[src/lfsc_pkg.sv]
// Shared types and constants of the length-framed sum-check receiver.
// No dependencies; every other file of the block but lfsc_chan_if imports this package.
package lfsc_pkg;

	// Frame layout
	localparam logic [7:0] MARK_BYTE    = 8'h40;
	localparam int         LEN_EXTRA    = 30;
	localparam int         LEN_HIGH_IDX = 25;
	localparam int         LEN_LOW_IDX  = 24;
	localparam int         TAIL_BYTES   = 3;
	localparam int         HDR2_IDX     = 1;
	localparam int         SER_LO_IDX   = 2;
	localparam int         SER_HI_IDX   = 3;
	localparam int         CMD_IDX      = 26;
	localparam int         TYPE_IDX     = 27;
	localparam int         COUNT_IDX    = 28;
	localparam int         SUM_START    = 5;

	localparam int MAX_FRAME_DEF = 1024;
	localparam int EXP_W         = 17;
	localparam int LEN_W         = 11;

	typedef enum logic [2:0] {
		ST_OK         = 3'd0,
		ST_NO_DATA    = 3'd1,
		ST_BAD_HEADER = 3'd2,
		ST_BAD_SUM    = 3'd3,
		ST_TOO_SHORT  = 3'd4
	} status_t;

	typedef struct packed {
		logic       action;
		logic [7:0] rx_byte;
	} in_item_t;

	typedef struct packed {
		status_t          status;
		logic [LEN_W-1:0] frame_length;
		logic [15:0]      serial_number;
		logic             repeated;
		logic [7:0]       command_byte;
		logic [7:0]       info_type;
		logic [7:0]       object_count;
	} out_item_t;

endpackage

[src/lfsc_chan_if.sv]
// Valid/ready channel carrying one item of a payload type.
// Used with lfsc_pkg::in_item_t and lfsc_pkg::out_item_t.
interface lfsc_chan_if #(
	parameter type item_t = logic
);
	logic  valid;
	logic  ready;
	item_t data;

	modport source (output valid, output data, input ready);
	modport sink   (input valid, input data, output ready);
endinterface

[src/lfsc_frame_track.sv]
// Frame state and end-of-frame checks: one item is processed per step.
// Depends on lfsc_pkg.
module lfsc_frame_track #(
	parameter int MAX_FRAME = lfsc_pkg::MAX_FRAME_DEF
) (
	input  logic                clk,
	input  logic                arst_n,
	input  logic                step,
	input  lfsc_pkg::in_item_t  item,
	output logic                emit,
	output lfsc_pkg::out_item_t result
);
	import lfsc_pkg::*;

	localparam int CNT_W = $clog2(MAX_FRAME + 1);

	logic             in_frame_q, in_frame_n;
	logic [CNT_W-1:0] cnt_q, cnt_n;
	logic [7:0]       sum_q, sum_n;
	logic [7:0]       rec_q [3];
	logic [7:0]       rec_n [3];
	logic [7:0]       len_lo_q, len_lo_n;
	logic [EXP_W-1:0] exp_q, exp_n;
	logic             hdr_ok_q, hdr_ok_n;
	logic [15:0]      serial_q, serial_n;
	logic [7:0]       cmd_q, cmd_n;
	logic [7:0]       typ_q, typ_n;
	logic [7:0]       objs_q, objs_n;
	logic [15:0]      prev_q, prev_n;
	logic             close;
	logic [CNT_W-1:0] idx;
	status_t          st;

	function automatic status_t check(input logic [CNT_W-1:0] n, input logic ok2,
			input logic [7:0] sum, input logic [7:0] r0);
		status_t s;
		if (n == '0) s = ST_NO_DATA;
		else if (n <= CNT_W'(TAIL_BYTES)) s = ST_TOO_SHORT;
		else if (!ok2) s = ST_BAD_HEADER;
		else if (sum != r0) s = ST_BAD_SUM;
		else s = ST_OK;
		return s;
	endfunction

	// Outside a frame all frame state is zero, so a start byte needs no clear.
	always_comb begin
		in_frame_n = in_frame_q;
		cnt_n      = cnt_q;
		sum_n      = sum_q;
		rec_n      = rec_q;
		len_lo_n   = len_lo_q;
		exp_n      = exp_q;
		hdr_ok_n   = hdr_ok_q;
		serial_n   = serial_q;
		cmd_n      = cmd_q;
		typ_n      = typ_q;
		objs_n     = objs_q;
		prev_n     = prev_q;
		close      = 1'b0;
		idx        = cnt_q;
		if (item.action) begin
			close = 1'b1;
		end else if (in_frame_q || item.rx_byte == MARK_BYTE) begin
			in_frame_n = 1'b1;
			if (idx >= CNT_W'(SUM_START)) sum_n = sum_q + rec_q[0];
			rec_n[0] = rec_q[1];
			rec_n[1] = rec_q[2];
			rec_n[2] = item.rx_byte;
			case (idx)
				CNT_W'(HDR2_IDX):     hdr_ok_n = (item.rx_byte == MARK_BYTE);
				CNT_W'(SER_LO_IDX):   serial_n[7:0] = item.rx_byte;
				CNT_W'(SER_HI_IDX):   serial_n[15:8] = item.rx_byte;
				CNT_W'(LEN_LOW_IDX):  len_lo_n = item.rx_byte;
				CNT_W'(LEN_HIGH_IDX): exp_n = EXP_W'(len_lo_q) + {1'b0, item.rx_byte, 8'h00}
						+ EXP_W'(LEN_EXTRA);
				CNT_W'(CMD_IDX):      cmd_n = item.rx_byte;
				CNT_W'(TYPE_IDX):     typ_n = item.rx_byte;
				CNT_W'(COUNT_IDX):    objs_n = item.rx_byte;
				default: ;
			endcase
			cnt_n = idx + 1'b1;
			close = (cnt_n > CNT_W'(LEN_HIGH_IDX)) &&
				((EXP_W'(cnt_n) >= exp_n) || (cnt_n >= CNT_W'(MAX_FRAME)));
		end

		st                   = check(cnt_n, hdr_ok_n, sum_n, rec_n[0]);
		result.status        = st;
		result.frame_length  = LEN_W'(cnt_n);
		result.serial_number = serial_n;
		result.repeated      = (st == ST_OK) && (serial_n == prev_q);
		result.command_byte  = cmd_n;
		result.info_type     = typ_n;
		result.object_count  = objs_n;
		emit                 = close;

		if (close) begin
			if (st == ST_OK) prev_n = serial_n;
			in_frame_n = 1'b0;
			cnt_n      = '0;
			sum_n      = '0;
			rec_n[0]   = '0;
			rec_n[1]   = '0;
			rec_n[2]   = '0;
			len_lo_n   = '0;
			exp_n      = '0;
			hdr_ok_n   = 1'b0;
			serial_n   = '0;
			cmd_n      = '0;
			typ_n      = '0;
			objs_n     = '0;
		end
	end

	always_ff @(posedge clk or negedge arst_n) begin
		if (!arst_n) begin
			in_frame_q <= 1'b0;
			cnt_q      <= '0;
			sum_q      <= '0;
			rec_q[0]   <= '0;
			rec_q[1]   <= '0;
			rec_q[2]   <= '0;
			len_lo_q   <= '0;
			exp_q      <= '0;
			hdr_ok_q   <= 1'b0;
			serial_q   <= '0;
			cmd_q      <= '0;
			typ_q      <= '0;
			objs_q     <= '0;
			prev_q     <= '0;
		end else if (step) begin
			in_frame_q <= in_frame_n;
			cnt_q      <= cnt_n;
			sum_q      <= sum_n;
			rec_q      <= rec_n;
			len_lo_q   <= len_lo_n;
			exp_q      <= exp_n;
			hdr_ok_q   <= hdr_ok_n;
			serial_q   <= serial_n;
			cmd_q      <= cmd_n;
			typ_q      <= typ_n;
			objs_q     <= objs_n;
			prev_q     <= prev_n;
		end
	end

	a_cnt_bounded: assert property (@(posedge clk) disable iff (!arst_n)
		cnt_q < CNT_W'(MAX_FRAME))
		else $error("byte count reached the frame limit without closing");

	a_idle_clear: assert property (@(posedge clk) disable iff (!arst_n)
		!in_frame_q |-> (cnt_q == '0 && sum_q == '0 && serial_q == '0 && exp_q == '0))
		else $error("frame state not cleared outside a frame");

	a_timeout_emits: assert property (@(posedge clk) disable iff (!arst_n)
		item.action |-> emit)
		else $error("timeout did not produce a result");

endmodule

[src/lfsc_result_reg.sv]
// Output holding register: one result waits here until the sink takes it.
// Depends on lfsc_pkg and lfsc_chan_if.
module lfsc_result_reg (
	input  logic                clk,
	input  logic                arst_n,
	input  logic                load,
	input  lfsc_pkg::out_item_t data_in,
	output logic                free,
	lfsc_chan_if.source         out_ch
);
	import lfsc_pkg::*;

	logic      valid_q;
	out_item_t data_q;

	assign free         = !valid_q || out_ch.ready;
	assign out_ch.valid = valid_q;
	assign out_ch.data  = data_q;

	always_ff @(posedge clk or negedge arst_n) begin
		if (!arst_n) begin
			valid_q <= 1'b0;
		end else if (free) begin
			valid_q <= load;
		end
	end

	always_ff @(posedge clk) begin
		if (load && free) data_q <= data_in;
	end

endmodule

[src/length_framed_sum_check_receiver.sv]
// Length-framed sum-check receiver: top level.
// Depends on lfsc_pkg, lfsc_chan_if, lfsc_frame_track and lfsc_result_reg.
//
// The block takes one item per cycle on in_ch: a received serial byte
// (action 0) or a receive timeout (action 1). Bytes are dropped until an
// '@' opens a frame; from then on every byte is counted. Once byte 25 has
// arrived the frame length is the little-endian word at bytes 24..25 plus
// 30, and the frame closes at that length, at MAX_FRAME bytes, or on a
// timeout. Each close (and each timeout, even outside a frame) gives one
// result on out_ch with a status (ok, no data, bad header, bad checksum,
// too short), the byte count, the serial number from bytes 2..3, a flag
// for a serial repeated from the previous good frame, and bytes 26..28.
// The checksum is the 8-bit sum of bytes 2..n-4 compared against byte n-3.
// Throughput is one item per cycle while nothing stalls: an item waits in
// the input register, where the frame tracker updates its state in a
// single pass, and its result (if any) lands in the output register the
// same edge. Each result passes the input and then the output register.
// Only a result that finds the output register still full holds the
// input register; bytes that produce no result always advance.
module length_framed_sum_check_receiver #(
	parameter int MAX_FRAME = lfsc_pkg::MAX_FRAME_DEF
) (
	input  logic        clk,
	input  logic        arst_n,
	lfsc_chan_if.sink   in_ch,
	lfsc_chan_if.source out_ch
);
	import lfsc_pkg::*;

	logic      valid_s1;
	in_item_t  item_s1;
	logic      emit;
	logic      free;
	logic      step;
	out_item_t result;

	// Advance the held item unless it has a result and the output is full.
	assign step        = valid_s1 && (!emit || free);
	assign in_ch.ready = !valid_s1 || step;

	always_ff @(posedge clk or negedge arst_n) begin
		if (!arst_n) begin
			valid_s1 <= 1'b0;
		end else if (in_ch.ready) begin
			valid_s1 <= in_ch.valid;
		end
	end

	// Payload of the input register: capture on accept only.
	always_ff @(posedge clk) begin
		if (in_ch.valid && in_ch.ready) item_s1 <= in_ch.data;
	end

	lfsc_frame_track #(
		.MAX_FRAME (MAX_FRAME)
	) u_track (
		.clk    (clk),
		.arst_n (arst_n),
		.step   (step),
		.item   (item_s1),
		.emit   (emit),
		.result (result)
	);

	lfsc_result_reg u_out (
		.clk     (clk),
		.arst_n  (arst_n),
		.load    (step && emit),
		.data_in (result),
		.free    (free),
		.out_ch  (out_ch)
	);

	a_stall_holds: assert property (@(posedge clk) disable iff (!arst_n)
		(valid_s1 && !step) |=> (valid_s1 && $stable(item_s1)))
		else $error("stalled item in the input register was lost");

	a_result_has_source: assert property (@(posedge clk) disable iff (!arst_n)
		$rose(out_ch.valid) |-> $past(step && emit))
		else $error("result appeared without a closing item");

	a_no_overwrite: assert property (@(posedge clk) disable iff (!arst_n)
		(out_ch.valid && !out_ch.ready) |=> (out_ch.valid && $stable(out_ch.data)))
		else $error("pending result was overwritten");

endmodule
[src/flat_wrapper.sv]
// flat-port wrapper written by rule: the top's interface ports become plain ports
module length_framed_sum_check_receiver_flat import lfsc_pkg::*;
#(
	parameter int MAX_FRAME = lfsc_pkg::MAX_FRAME_DEF
)
  (clk, arst_n, in_ch_valid, in_ch_data, in_ch_ready, out_ch_valid, out_ch_data, out_ch_ready);
  lfsc_chan_if in_ch_i ();
  lfsc_chan_if out_ch_i ();
  input  logic clk;
  input  logic arst_n;
  input wire logic [$bits(in_ch_i.valid)-1:0] in_ch_valid;
  input wire logic [$bits(in_ch_i.data)-1:0] in_ch_data;
  output wire logic [$bits(in_ch_i.ready)-1:0] in_ch_ready;
  output wire logic [$bits(out_ch_i.valid)-1:0] out_ch_valid;
  output wire logic [$bits(out_ch_i.data)-1:0] out_ch_data;
  input wire logic [$bits(out_ch_i.ready)-1:0] out_ch_ready;
  assign in_ch_i.valid = in_ch_valid;
  assign in_ch_i.data = in_ch_data;
  assign in_ch_ready = in_ch_i.ready;
  assign out_ch_valid = out_ch_i.valid;
  assign out_ch_data = out_ch_i.data;
  assign out_ch_i.ready = out_ch_ready;
  length_framed_sum_check_receiver #(.MAX_FRAME(MAX_FRAME)) u_core (.clk(clk), .arst_n(arst_n), .in_ch(in_ch_i), .out_ch(out_ch_i));
endmodule
[config.mk]
export PLATFORM = sky130hd
export DESIGN_NAME = length_framed_sum_check_receiver_flat
export DESIGN_NICKNAME = d
export VERILOG_FILES = /design/src/lfsc_pkg.sv /design/src/lfsc_chan_if.sv /design/src/lfsc_frame_track.sv /design/src/lfsc_result_reg.sv /design/src/length_framed_sum_check_receiver.sv /design/src/flat_wrapper.sv
export SDC_FILE = /design/constraint.sdc
export NUM_CORES = 1
export LEC_CHECK = 0
export ABC_AREA = 1
export BUFFER_PORTS_ARGS = -buffer_cell sky130_fd_sc_hd__buf_2
export CAP_MARGIN = 5
export CORE_ASPECT_RATIO = 1.75
export CORE_MARGIN = 4
export CORE_UTILIZATION = 46
export DETAILED_ROUTE_END_ITERATION = 12
export GPL_ROUTABILITY_DRIVEN = 0
export HOLD_SLACK_MARGIN = 0.12
export SYNTH_ARGS = -nofsm -noshare
export SYNTH_HDL_FRONTEND = slang
export SYNTH_HIERARCHICAL = 1
export SYNTH_SLANG_ARGS = --single-unit
[constraint.sdc]
create_clock -name clk -period 10.7 [get_ports clk]
set_input_delay 0.535 -clock clk [delete_from_list [all_inputs] [get_ports clk]]
set_output_delay 0.535 -clock clk [all_outputs]
set_load 0.02 [all_outputs]
==> impl_metrics.json, run 1 <==
{
  "critPathMostFrequentCell": "nand2_1",
  "grt_overflow": 0,
  "fin_cells": 590,
  "p_leak_nw": 1.90,
  "numCtsBuffers": 5,
  "min_period_ns": 4.56,
  "cp.required_ns": 10.92,
  "ant_nets": 0,
  "fillCellCount": 699,
  "vias_per_cell": 4.84,
  "dr.pass1.iters": 4,
  "grt_pass1_vias": 2665,
  "dpl.hpwl_mm": 5.98,
  "num_antenna_cells": 0,
  "antenna_found_initial": 0,
  "grt_pass1_wl_mm": 12.9,
  "clk_transition_reported_paths_ns": 0.06,
  "die_h_um": 119,
  "grt_max_degree": 41,
  "min_period_over_period": 0.426,
  "post-route-drc-count": 0,
  "area_growth_pct": 8.03,
  "maxCapViolCount": 0,
  "io_pins": 8,
  "insertion_delay_ns": 0.29,
  "ctsHoldBuffers": 0,
  "core.rowCount": 40,
  "setup_viol": 0,
  "slew_viol_final": 0,
  "numPortBuffers": 7,
  "cts_tree": "built",
  "cp-start-kind": "register",
  "hold_viol": 0,
  "synth_cells": 493,
  "multi_input_area_um2": 1870,
  "fmax_mhz": 219,
  "rsz0062_at_grt": "no",
  "netlist_area_um2": 3260,
  "die-area_um2": 8540,
  "final_util": 0.513,
  "drive_above_1_share": 0.0909,
  "slew_headroom": 0.393,
  "first_iter_violations": 209,
  "cts_root_buffer": "clkbuf_16",
  "power.density_nw_per_um2": 228,
  "cp_max_fo": 26,
  "ctsResizeCount": 0,
  "min_path_type": "in2async",
  "status": "complete, no violations",
  "critPathSlowestCell": "dfrtp_1",
  "ys_warn_count": 6,
  "core_um2": 6860,
  "clockBufferDepth": 2,
  "nets": 526,
  "via_count": 2853,
  "seqCellArea_um2": 1060,
  "clkSinkCount": 42,
  "htree_num_levels": 2,
  "routed_wl_mm": 7.68,
  "cp.arrival_ns": 4.78,
  "max-vdd-ir-drop_mv": 0.147,
  "grt_usage": 0.193,
  "worst_slew_pin_slew_ns": 0.910,
  "routedWlPerCell_um": 13.0,
  "finalSetupTns_ns": 0,
  "cpPeakStageDelay_ns": 0.42,
  "dp_cells": 582,
  "die_w_um": 71.6,
  "cts_setup_buffers": 0,
  "clock_skew_ns": 0.00462,
  "avgSynthCellArea_um2": 6.61,
  "initial_core_util": 0.475,
  "worstSetupPathType": "reg2reg",
  "end_kind": "register"
}
==> report_power, final <==
part           internal (W)  switching, W
registers          0.000196     0.0000387
clock network     0.0000998     0.0000620
logic              0.000133      0.000271
==> per-layer routing <==
layer,vias to the layer above,GRT usage,wire length [um]
met1,1290,0.224,3100
met2,36,0.347,4200
met4,0,0.0859,228
met5,-,0,0
met3,14,0.0194,156
li1,1513,-,-
==> cells in the final DEF (no fill, tap or decap), types with 9 or more instances in the layout <==
| master | count |
|---|---|
| conb_1 | 30 |
| inv_1 | 61 |
| inv_2 | 9 |
| nor2_1 | 39 |
| dfrtp_1 | 40 |
| ha_1 | 16 |
| nand2_1 | 147 |
| o21ai_0 | 37 |
| a21oi_1 | 9 |
| nand3_1 | 50 |
==> state kept, by name (all words and copies together) (netlist names) <==
signal	flops
u_core/u_track/len_lo_q	8
u_core/u_track/in_frame_q	1
u_core/u_track/exp_q	17
u_core/u_track/objs_q	1
u_core/u_out/out_ch.data	1
u_core/u_track/cnt_q	11
u_core/item_s1	1
u_core/valid_s1	1
u_core/u_out/out_ch.valid	1
==> critical path: cells and delay by family, from the launching register on <==
| family | cells | cell delay (ns) |
|---|---|---|
| AO/OA/AOI/OAI | 3 | 0.46 |
| adder cells (fa/ha/maj) | 1 | 0.28 |
| buffers and inverters | 7 | 1.00 |
| flip-flops | 1 | 0.42 |
| AND/OR/NAND/NOR | 20 | 2.31 |
==> per-stage QoR <==
stage | setup slack (ns) | area (um2) | hold WS, ns | total power (W)
after CTS | 6.21 | 3520 | 0.411 | 0.000807
final | 6.14 | 3520 | 0.381 | 0.000801
after floorplan | 7.04 | 3370 | 0.239 | 0.000567
after global placement | 6.28 | 3360 | 0.459 | 0.000635
after detailed placement | 6.21 | 3360 | 0.466 | 0.000641
after global routing | 5.61 | 3520 | 0.425 | 0.000883
==> layout make-up <==
type,instances,area share
clock inverters,2,0.00284
flip-flops and latches,42,0.302
inverters,71,0.0757
repair buffers,10,0.0164
well taps,84,0.0299
multi-input cells,375,0.531
clock buffers,6,0.0427
==> final timing paths <==
path / cells after the start / slack [ns] / to / startpoint
max: 31 / 6.14 / u_core/u_track/len_lo_q[0]$_DFFE_PN0P_ / u_core/u_track/cnt_q[7]$_DFFE_PN0P_
min: 1 / 0.38 / u_core/u_track/cnt_q[10]$_DFFE_PN0P_ / arst_n
max reg2reg: 31 / 6.14 / u_core/u_track/len_lo_q[0]$_DFFE_PN0P_ / u_core/u_track/cnt_q[7]$_DFFE_PN0P_
min reg2reg: 2 / 0.48 / u_core/u_track/exp_q[12]$_DFFE_PN0P_ / u_core/u_track/exp_q[12]$_DFFE_PN0P_
max in group asynchronous: 1 / 9.75 / u_core/u_track/len_lo_q[6]$_DFFE_PN0P_ / arst_n
min in group clk: 1 / 0.42 / u_core/item_s1[0]$_DFFE_PP_ / in_ch_data
Note: power is estimated with default switching activity, not from simulation.
==> run 2: changes to the inputs <==
Clock period 10.7 ns to 4.28 ns, I/O delays scaled along.
==> impl_metrics.json, run 2 (synthesis gave the netlist of run 1 again) <==
{
  "status": "complete, no violations",
  "grt_pass1_vias": 2895,
  "slew_headroom": 0.399,
  "final_common_cell": "nand2_1",
  "regToRegSetupSlack_ns": 0.60,
  "p_leak_nw": 1.92,
  "dpl.hpwl_mm": 6.10,
  "clk_transition_reported_paths_ns": 0.06,
  "top_register": "u_core/u_track/exp_q",
  "die_w_um": 71.6,
  "clock_skew_ns": 0.00717,
  "final_cell_mix": "nand2_1, inv_1, nand3_1",
  "num_antenna_cells": 0,
  "r2r_end": "u_core/u_track/len_lo_q[0]$_DFFE_PN0P_",
  "core.rowCount": 40,
  "htree_num_levels": 2,
  "use_met3": 0.0262,
  "seqCellArea_um2": 1060,
  "finalSetupTns_ns": 0,
  "end_kind": "register",
  "cts_root_buffer": "clkbuf_16",
  "place_area_um2": 3370,
  "busiest_layer": "met2",
  "routed_wl_mm": 7.78,
  "cp-start-kind": "register",
  "area_growth_pct": 9.10,
  "fmax_mhz": 272,
  "fin_area_um2": 3550,
  "grt_pass1_wl_mm": 13.6,
  "largest_reg_flops": 17,
  "setup_viol": 0,
  "min_delay_path_depth": 3,
  "rsz0062_at_grt": "no",
  "nets": 529,
  "reg.largest.list": "u_core/u_track/exp_q (17), u_core/u_track/cnt_q (11), u_core/u_track/len_lo_q (8)",
  "fin_ws_ns": 0.598,
  "via_count": 2877,
  "critPathMostFrequentCell": "nand2_1",
  "min_to": "u_core/valid_s1$_DFFE_PN0P_",
  "numCtsBuffers": 5,
  "fillCellCount": 706,
  "die_h_um": 119,
  "clkSinkCount": 42,
  "ant_nets": 0,
  "first_iter_violations": 161,
  "post-place-ws_ns": 0.517,
  "grt_max_degree": 41,
  "cpPeakStageDelay_ns": 0.45,
  "max-vdd-ir-drop_mv": 0.414,
  "critPathSlowestCell": "dfrtp_1",
  "crit_start": "u_core/u_track/cnt_q[0]$_DFFE_PN0P_",
  "worstReg2RegStart": "u_core/u_track/cnt_q[0]$_DFFE_PN0P_",
  "clockBufferDepth": 2,
  "power.density_nw_per_um2": 569,
  "slew_viol_final": 0,
  "min_path_type": "in2reg",
  "multi_input_area_um2": 1870,
  "min_period_ns": 3.68,
  "hp-start": "in_ch_valid",
  "drive_above_1_share": 0.0943,
  "grtUsageMet2": 0.378,
  "cp.required_ns": 4.51,
  "grtUsageMet1": 0.223,
  "hold_viol": 0,
  "dr.pass1.iters": 5,
  "vias_per_cell": 4.85,
  "worst_slew_pin_slew_ns": 0.901,
  "insertion_delay_ns": 0.29,
  "maxCapViolCount": 0,
  "die-area_um2": 8540,
  "cp.arrival_ns": 3.91,
  "grt_usage": 0.203,
  "routedWlPerCell_um": 13.1,
  "worstSetupPathType": "reg2reg",
  "cts_tree": "built",
  "cp_max_fo": 9,
  "min_period_over_period": 0.860,
  "antenna_found_initial": 0,
  "hold_slack_ns": 0.150,
  "io_pins": 8,
  "rr_worst_depth": 27,
  "initial_core_util": 0.475,
  "numPortBuffers": 7,
  "core_um2": 6860,
  "post-route-drc-count": 0,
  "grt_overflow": 0
}
-- run 2: changes by cell type in the layout (fill, tap and decap cells not counted) --
cell	delta
clkbuf_16	-1
nor2_1	-1
dlygate4sd3_1	+2
bufinv_16	+1
buf_4	+1
nor2_2	+1
-- run 2: stage by stage --
| stage | power, W | util | instances |
|---|---|---|---|
| 6_report | 0.00202 | 0.518 | 593 |
| 3_3_place_gp | 0.00159 | 0.491 | 583 |
| 5_1_grt | 0.00225 | 0.518 | 593 |
| 2_1_floorplan | 0.00142 | - | 522 |
| 3_5_place_dp | 0.00160 | 0.491 | 583 |
| 4_1_cts | 0.00204 | 0.518 | 593 |
-- run 2: worst max-delay path: cells and delay by family, from the launching register on --
family	cells	cell delay (ns)
buffers and inverters	5	0.44
adder cells (fa/ha/maj)	2	0.53
AND/OR/NAND/NOR	17	1.75
AO/OA/AOI/OAI	3	0.46
flip-flops	1	0.45
-- run 2: power breakdown --
group	switching [W]	internal [W]
clock network	0.000157	0.000273
registers	0.0000941	0.000489
logic	0.000672	0.000338
total	0.000923	0.00110
-- run 2: final cells by class --
cell class | count | area share
Sequential cell | 42 | 0.299
Multi-Input combinational cell | 375 | 0.526
Clock inverter | 3 | 0.0113
Clock buffer | 5 | 0.0352
Tap cell | 84 | 0.0296
Inverter | 71 | 0.0750
Timing Repair Buffer | 13 | 0.0239
-- run 2: how the worst max path moves through the flow --
stage,to,slack (ns)
after global placement,u_core/u_track/exp_q[1]$_DFFE_PN0P_,0.62
final,u_core/u_track/len_lo_q[0]$_DFFE_PN0P_,0.60
after floorplan,u_core/u_track/len_lo_q[0]$_DFFE_PN0P_,0.62
after detailed placement,u_core/u_track/exp_q[1]$_DFFE_PN0P_,0.52
after global routing,u_core/u_track/exp_q[6]$_DFFE_PN0P_,0.06
after CTS,u_core/u_track/exp_q[1]$_DFFE_PN0P_,0.49
-- run 2: metal layers --
metal,routed length [um],up-vias
li1,-,1518
met1,3110,1311
met2,4310,33
met3,146,15
met4,220,0
met5,0,-
-- run 2: repair_timing --
action                                  in CTS  in global routing
buffers inserted                             0                  0
resized for setup                            0                  1
hold endpoints to repair                    41                  0
endpoints found under the setup margin       0                  8
hold buffers                                 2                  0
